$ cat config.mk
export PLATFORM = sky130hd
export DESIGN_NAME = lsb_first_bit_packer_core
export DESIGN_NICKNAME = d
export VERILOG_FILES = /design/src/hdl/lbp_pkg.sv /design/src/hdl/lsb_first_bit_packer_core.sv /design/src/hdl/lbp_ctrl.sv /design/src/hdl/lbp_datapath.sv
export SDC_FILE = /design/constraint.sdc
export NUM_CORES = 1
export LEC_CHECK = 0
export BUFFER_PORTS_ARGS = -buffer_cell sky130_fd_sc_hd__clkbuf_2
export CAP_MARGIN = 30
export CORE_MARGIN = 3
export CORE_UTILIZATION = 50
export CTS_BUF_LIST = sky130_fd_sc_hd__clkbuf_8
export DETAILED_ROUTE_END_ITERATION = 8
export PLACE_DENSITY_LB_ADDON = 0.15
export SLEW_MARGIN = 5
export SYNTH_ARGS = -nofsm -noshare
export SYNTH_HDL_FRONTEND = slang
export SYNTH_SLANG_ARGS = --single-unit
$ cat constraint.sdc
create_clock -name clk_i -period 6.3 [get_ports clk_i]
set_input_delay 0.63 -clock clk_i [delete_from_list [all_inputs] [get_ports clk_i]]
set_output_delay 0.63 -clock clk_i [all_outputs]
set_load 0.05 [all_outputs]
$ cat src/hdl/lbp_pkg.sv
// Shared types and constants of the LSB-first bit packer.
package lbp_pkg;

  // Fixed field widths of the transaction ports
  localparam int unsigned CODE_W = 64;
  localparam int unsigned LEN_W  = 7;
  localparam int unsigned BYTE_W = 8;
  localparam int unsigned PAD_W  = 3;

  // Input command codes
  localparam logic CMD_WRITE = 1'b0;
  localparam logic CMD_FLUSH = 1'b1;

  // Controller states
  typedef enum logic [1:0] {
    ST_IDLE,
    ST_EMIT,
    ST_FLUSH
  } state_e;

  // Controller to datapath commands
  typedef struct packed {
    logic load;   // take a write transaction into the byte stream
    logic emit;   // move the next full byte into the output register
    logic flush;  // move the partial byte into the output register
  } dp_cmd_t;

  // Datapath to controller status
  typedef struct packed {
    logic has_bytes;   // incoming write completes at least one byte
    logic final_byte;  // byte at the head of the stream is the last one
    logic slot_free;   // output register can take a result this cycle
  } dp_status_t;

endpackage

$ cat src/hdl/lsb_first_bit_packer_core.sv
// Top level of the LSB-first bit packer: controller plus datapath.
//
// Usage:
//   Input channel (in_valid_i / in_stall_o) takes one transaction: a write of
//   up to MAX_CODE_BITS code bits (bit 0 first) or a flush of the partial byte.
//   Output channel (out_valid_o / out_stall_i) gives one result per packed byte;
//   last_o marks the final result of a transaction. A write that completes no
//   byte gives no result. A flush gives exactly one result, zero-filled, with
//   pad_bits_o set, or byte_present_o low when nothing is pending.
// Timing:
//   A transaction is loaded into the byte stream register on acceptance; its
//   bytes then move from there into the output register one byte per cycle
//   while the output is not stalled. A write that completes a byte, and a
//   flush, hold the input stalled until their final result is in the output
//   register. The input is taken again while that result still sits there.
// Reset:
//   rst_ni clears the pending byte, the pending count and the output valid.
// Stall:
//   A stalled result holds in the output register; the byte sequencer waits.
module lsb_first_bit_packer_core #(
  parameter int unsigned MAX_CODE_BITS = 64
) (
  input  logic                        clk_i,
  input  logic                        rst_ni,
  input  logic                        in_valid_i,
  output logic                        in_stall_o,
  input  logic                        command_i,
  input  logic [lbp_pkg::CODE_W-1:0]  code_bits_i,
  input  logic [lbp_pkg::LEN_W-1:0]   code_length_i,
  output logic                        out_valid_o,
  input  logic                        out_stall_i,
  output logic [lbp_pkg::BYTE_W-1:0]  out_byte_o,
  output logic                        byte_present_o,
  output logic [lbp_pkg::PAD_W-1:0]   pad_bits_o,
  output logic                        last_o
);

  lbp_pkg::dp_cmd_t    dp_cmd;
  lbp_pkg::dp_status_t dp_status;

  lbp_ctrl u_ctrl (
    .clk_i      (clk_i),
    .rst_ni     (rst_ni),
    .in_valid_i (in_valid_i),
    .command_i  (command_i),
    .in_stall_o (in_stall_o),
    .status_i   (dp_status),
    .cmd_o      (dp_cmd)
  );

  lbp_datapath #(
    .MAX_CODE_BITS (MAX_CODE_BITS)
  ) u_datapath (
    .clk_i          (clk_i),
    .rst_ni         (rst_ni),
    .code_bits_i    (code_bits_i),
    .code_length_i  (code_length_i),
    .cmd_i          (dp_cmd),
    .status_o       (dp_status),
    .out_stall_i    (out_stall_i),
    .out_valid_o    (out_valid_o),
    .out_byte_o     (out_byte_o),
    .byte_present_o (byte_present_o),
    .pad_bits_o     (pad_bits_o),
    .last_o         (last_o)
  );

endmodule

$ cat src/hdl/lbp_ctrl.sv
// Controller state machine of the LSB-first bit packer.
module lbp_ctrl (
  input  logic               clk_i,
  input  logic               rst_ni,
  input  logic               in_valid_i,
  input  logic               command_i,
  output logic               in_stall_o,
  input  lbp_pkg::dp_status_t status_i,
  output lbp_pkg::dp_cmd_t    cmd_o
);

  lbp_pkg::state_e state_q, state_d;
  logic            accept;

  assign accept = in_valid_i && (state_q == lbp_pkg::ST_IDLE);

  // State register
  always_ff @(posedge clk_i or negedge rst_ni) begin
    if (!rst_ni) begin
      state_q <= lbp_pkg::ST_IDLE;
    end else begin
      state_q <= state_d;
    end
  end

  // Next state
  always_comb begin
    state_d = state_q;
    unique case (state_q)
      lbp_pkg::ST_IDLE: begin
        if (accept) begin
          if (command_i == lbp_pkg::CMD_FLUSH) begin
            state_d = lbp_pkg::ST_FLUSH;
          end else if (status_i.has_bytes) begin
            state_d = lbp_pkg::ST_EMIT;
          end
        end
      end
      lbp_pkg::ST_EMIT: begin
        if (status_i.slot_free && status_i.final_byte) begin
          state_d = lbp_pkg::ST_IDLE;
        end
      end
      lbp_pkg::ST_FLUSH: begin
        if (status_i.slot_free) begin
          state_d = lbp_pkg::ST_IDLE;
        end
      end
      default: state_d = lbp_pkg::ST_IDLE;
    endcase
  end

  // Outputs
  always_comb begin
    cmd_o      = '0;
    in_stall_o = 1'b1;
    unique case (state_q)
      lbp_pkg::ST_IDLE: begin
        in_stall_o = 1'b0;
        cmd_o.load = accept && (command_i == lbp_pkg::CMD_WRITE);
      end
      lbp_pkg::ST_EMIT: begin
        cmd_o.emit = status_i.slot_free;
      end
      lbp_pkg::ST_FLUSH: begin
        cmd_o.flush = status_i.slot_free;
      end
      default: begin
        in_stall_o = 1'b1;
      end
    endcase
  end

endmodule

$ cat src/hdl/lbp_datapath.sv
// Datapath of the LSB-first bit packer: byte stream, pending byte, output register.
module lbp_datapath #(
  parameter int unsigned MAX_CODE_BITS = 64
) (
  input  logic                           clk_i,
  input  logic                           rst_ni,
  input  logic [lbp_pkg::CODE_W-1:0]     code_bits_i,
  input  logic [lbp_pkg::LEN_W-1:0]      code_length_i,
  input  lbp_pkg::dp_cmd_t               cmd_i,
  output lbp_pkg::dp_status_t            status_o,
  input  logic                           out_stall_i,
  output logic                           out_valid_o,
  output logic [lbp_pkg::BYTE_W-1:0]     out_byte_o,
  output logic                           byte_present_o,
  output logic [lbp_pkg::PAD_W-1:0]      pad_bits_o,
  output logic                           last_o
);

  localparam int unsigned MaxBytes = (MAX_CODE_BITS + 7) / 8;
  localparam int unsigned SW       = (MaxBytes + 1) * 8;
  localparam int unsigned BLW      = $clog2(MaxBytes + 1);
  localparam int unsigned TW       = $clog2(MAX_CODE_BITS + 8);

  logic [SW-1:0]                 stream_q, stream_d, stream_load;
  logic [BLW-1:0]                bytes_left_q, bytes_left_d;
  logic [lbp_pkg::BYTE_W-1:0]    pend_byte_q, pend_byte_d;
  logic [lbp_pkg::PAD_W-1:0]     pend_count_q, pend_count_d;
  logic                          out_valid_q, out_valid_d;
  logic [lbp_pkg::BYTE_W-1:0]    out_byte_q, out_byte_d;
  logic                          present_q, present_d;
  logic [lbp_pkg::PAD_W-1:0]     pad_q, pad_d;
  logic                          last_q, last_d;

  logic [lbp_pkg::LEN_W-1:0]     len_sat;
  logic [MAX_CODE_BITS-1:0]      masked;
  logic [TW-1:0]                 total;

  // Length saturation and masking of bits above the length
  always_comb begin
    if (code_length_i > lbp_pkg::LEN_W'(MAX_CODE_BITS)) begin
      len_sat = lbp_pkg::LEN_W'(MAX_CODE_BITS);
    end else begin
      len_sat = code_length_i;
    end
    for (int i = 0; i < MAX_CODE_BITS; i++) begin
      masked[i] = code_bits_i[i] & (lbp_pkg::LEN_W'(i) < len_sat);
    end
  end

  // Append the new code above the pending bits
  assign stream_load = (SW'(masked) << pend_count_q) | SW'(pend_byte_q);
  assign total       = TW'(pend_count_q) + TW'(len_sat);

  // Status toward the controller
  assign status_o.has_bytes  = (total >> 3) != '0;
  assign status_o.final_byte = (bytes_left_q == BLW'(1));
  assign status_o.slot_free  = !out_valid_q || !out_stall_i;

  // Next values of stream and pending state
  always_comb begin
    stream_d     = stream_q;
    bytes_left_d = bytes_left_q;
    pend_byte_d  = pend_byte_q;
    pend_count_d = pend_count_q;
    if (cmd_i.load) begin
      stream_d     = stream_load;
      bytes_left_d = BLW'(total >> 3);
      pend_count_d = total[lbp_pkg::PAD_W-1:0];
      if (!status_o.has_bytes) begin
        pend_byte_d = stream_load[lbp_pkg::BYTE_W-1:0];
      end
    end else if (cmd_i.emit) begin
      stream_d     = stream_q >> lbp_pkg::BYTE_W;
      bytes_left_d = bytes_left_q - BLW'(1);
      if (status_o.final_byte) begin
        pend_byte_d = stream_q[2*lbp_pkg::BYTE_W-1:lbp_pkg::BYTE_W];
      end
    end else if (cmd_i.flush) begin
      pend_byte_d  = '0;
      pend_count_d = '0;
    end
  end

  // Next values of the output register
  always_comb begin
    out_byte_d  = out_byte_q;
    present_d   = present_q;
    pad_d       = pad_q;
    last_d      = last_q;
    out_valid_d = out_valid_q && out_stall_i;
    if (cmd_i.emit) begin
      out_valid_d = 1'b1;
      out_byte_d  = stream_q[lbp_pkg::BYTE_W-1:0];
      present_d   = 1'b1;
      pad_d       = '0;
      last_d      = status_o.final_byte;
    end else if (cmd_i.flush) begin
      // pending bits above the count are zero, so an empty flush shows zero
      out_valid_d = 1'b1;
      out_byte_d  = pend_byte_q;
      present_d   = (pend_count_q != '0);
      pad_d       = '0 - pend_count_q;
      last_d      = 1'b1;
    end
  end

  // Control registers
  always_ff @(posedge clk_i or negedge rst_ni) begin
    if (!rst_ni) begin
      pend_byte_q  <= '0;
      pend_count_q <= '0;
      bytes_left_q <= '0;
      out_valid_q  <= 1'b0;
    end else begin
      pend_byte_q  <= pend_byte_d;
      pend_count_q <= pend_count_d;
      bytes_left_q <= bytes_left_d;
      out_valid_q  <= out_valid_d;
    end
  end

  // Payload registers
  always_ff @(posedge clk_i) begin
    stream_q   <= stream_d;
    out_byte_q <= out_byte_d;
    present_q  <= present_d;
    pad_q      <= pad_d;
    last_q     <= last_d;
  end

  assign out_valid_o    = out_valid_q;
  assign out_byte_o     = out_byte_q;
  assign byte_present_o = present_q;
  assign pad_bits_o     = pad_q;
  assign last_o         = last_q;

endmodule

==> flow_summary.ini <==
[floorplan]
initial_core_util_pct = 51.81
die_area_um2 = 16810
placeableCoreArea_um2 = 14750
die_x_um = 129.7
ios = 91
die-height_um = 129.7
rows = 44

[timing]
worstMarginPinSlew_ns = 0.9744
fmaxAchievable_mhz = 332.4
clock_skew_ns = 0.01199
grt_setup_unrepaired = false
finalHoldViolations = 0
finalSetupViolations = 0
relSlewSlack_pct = 34.75
tns_ns = 0
min_period_ns = 3.008
slew_violations = 0
fin_crit_sh_pct = 47.75

[pwr]
peakVddDrop_mv = 0.2192
p_leak_nw = 3.250
power_density_nw_per_um2 = 447.4

[critical_path]
worstSetupPathType = reg -> reg
max_stage_delay_ns = 0.81
crit_fanout = 30
crit_slowest_cell = nor3b_2
path_delay_family = simple AND/OR/NAND/NOR gates
arrival_ns = 3.13
worst_setup_path_end_kind = flip-flop
critical_path_buf_inv_count = 2
crit_chain = or2_2, nor3b_2, buf_4, nand2_1, inv_1, a221oi_1
required_ns = 6.43
cp-start-kind = flip-flop

[finish]
multi_input_area_um2 = 4313
layout.nets = 1018
num_antenna_cells = 0
fillers = 1381
layout-drive-gt1-share_pct = 16.61
fin_util_pct = 56.37
seqCellArea_um2 = 2935
synthToLayoutAreaGrowth_pct = 8.789

[global_route]
grt_antenna_before_repair = 0
groute.usage.overall_pct = 29.42
grt-ovfl-total = 0
grt_pass1_wl_mm = 38.00
first_global_vias = 6758
grt_max_degree = 74

[clocking]
clockRootBuffer = clkbuf_8
clock_path_buffers = 2
clk_pin_slew_worst_paths_ns = 0.11
cts_setup_buffers = 0
postCtsHoldBufs = 0
cts_tree = built
cts_buffers = 9
cts-resized-gates = 0
htree_num_levels = 3
insertion_delay_ns = 0.40
clock-sinks = 102

[synth]
yosysMostFrequentCell = nand2_1
yosysWarnings = 0
yosysTopAreaCell = edfxtp_1
ys_seq_area_share_pct = 38.36
postSynthAreaPerCell_um2 = 8.494
yosys-top-cells-count = nand2_1, edfxtp_1, nor2_1
synth_top_area_share_pct = 31.42
synth-edff-count = 80
yosys.cell_types.count = 80
synth_area_leaders = edfxtp_1, nand2_1, dfrtp_1
netlist_instances = 900
syn-cell-area_um2 = 7645
ys_seq_elements = 102
async_reset_ff_share_pct = 17.65
ys.flop_type = edfxtp_1
synth_fp_nets = 984

[route]
avgViaCountPerCell = 6.537
ant_nets = 0
avgRoutedWirePerCell_um = 21.79
routed_wirelength_mm = 24.48
drc = 0
drtIter0Drc = 758
dr_total_vias = 7341
first_pass_iters = 6

[placement]
gp_congestion = 1.049
hpwl_mm = 17.57
port_buffers = 90

[flow_run]
max_cap_violations = 0

[hold_path]
hp-class = in -> async

[outcome]
status = finished clean
[report_power, final]
part / switching, W / internal (W)
logic: 0.00128 / 0.000646
clock network: 0.000250 / 0.000188
registers: 0.000157 / 0.00120
[cells in the final DEF (no fill, tap or decap), types with 6 or more instances in the layout]
cell type    n
a211oi_1     9
a22oi_1     10
a21oi_1     56
nor3_1       7
and2_1      11
ha_1         7
mux2_2      15
a21o_1       6
o221ai_1    13
dfrtp_1     16
o21a_1       6
and3_1      10
o211ai_1    22
o22ai_1     18
a221oi_1     7
a31oi_1     25
edfxtp_1    80
nand2_1    165
nand3_1     17
mux2i_1     29
a221o_1      7
o21ai_0     60
inv_1       19
nor2b_1      6
buf_4       11
clkbuf_2    90
or2_2        6
clkbuf_8     9
nor2_1      71
[logic make-up after synthesis]
logic type	synth area share, %
buffers and inverters	5.385
XOR/XNOR	0.6875
adder cells (fa/ha/maj)	1.407
flip-flops	38.36
AND/OR/NAND/NOR	19.53
multiplexers	6.890
AO/OA/AOI/OAI	27.74
[flip-flops by register name, summed over array words and instances (netlist names)]
register	count
u_datapath.bytes_left_q	4
u_datapath.pad_bits_o	3
u_datapath.pend_byte_q	8
u_datapath.last_o	1
u_datapath.byte_present_o	1
u_datapath.out_byte_o	8
u_datapath.stream_q	71
u_datapath.out_valid_o	1
u_datapath.pend_count_q	3
u_ctrl.state_q	2
[through the flow]
| stage | hold slack [ns] | setup WS [ns] | total power [W] | cell area [um^2] | std cells |
|---|---|---|---|---|---|
| 4_1_cts | 0.1778 | 3.351 | 0.003694 | 8289 | 1122 |
| 2_1_floorplan | 0.3344 | 2.854 | 0.002758 | 7645 | 900 |
| 5_1_grt | 0.1770 | 3.122 | 0.003975 | 8317 | 1123 |
| 3_5_place_dp | 0.4508 | 2.940 | 0.003256 | 8087 | 1106 |
| 6_report | 0.1705 | 3.292 | 0.003721 | 8317 | 1123 |
| 3_3_place_gp | 0.4436 | 3.038 | 0.003236 | 8087 | 1106 |
[routing by layer]
metal / GRT usage [%] / part of all wire (%) / up-vias
li1: - / - / 3469
met1: 37.37 / 40 / 3493
met2: 49.35 / 49 / 326
met3: 5.235 / 6.1 / 53
met4: 12.65 / 4.2 / 0
met5: 0 / 0 / -
[final timing paths]
kind	cells after the start	startpoint	slack [ns]	to
max	6	u_ctrl.state_q[1]	3.29	u_datapath.stream_q[10]
min	1	rst_ni	0.17	u_datapath.bytes_left_q[2]
max reg2reg	6	u_ctrl.state_q[1]	3.29	u_datapath.stream_q[10]
min reg2reg	2	u_datapath.pad_bits_o[0]	0.47	u_datapath.pad_bits_o[0]
max in group asynchronous	1	rst_ni	5.78	u_datapath.pend_count_q[0]
min in group clk_i	2	u_datapath.pad_bits_o[0]	0.47	u_datapath.pad_bits_o[0]
[layout make-up]
cell class | instances | share of cell area, %
clock buffers | 9 | 1.489
clock inverters | 7 | 0.9478
inverters | 20 | 0.9027
multi-input cells | 699 | 51.86
flip-flops and latches | 102 | 35.29
well taps | 184 | 2.768
repair buffers | 102 | 6.740
Power figures use the tool's default switching activity.
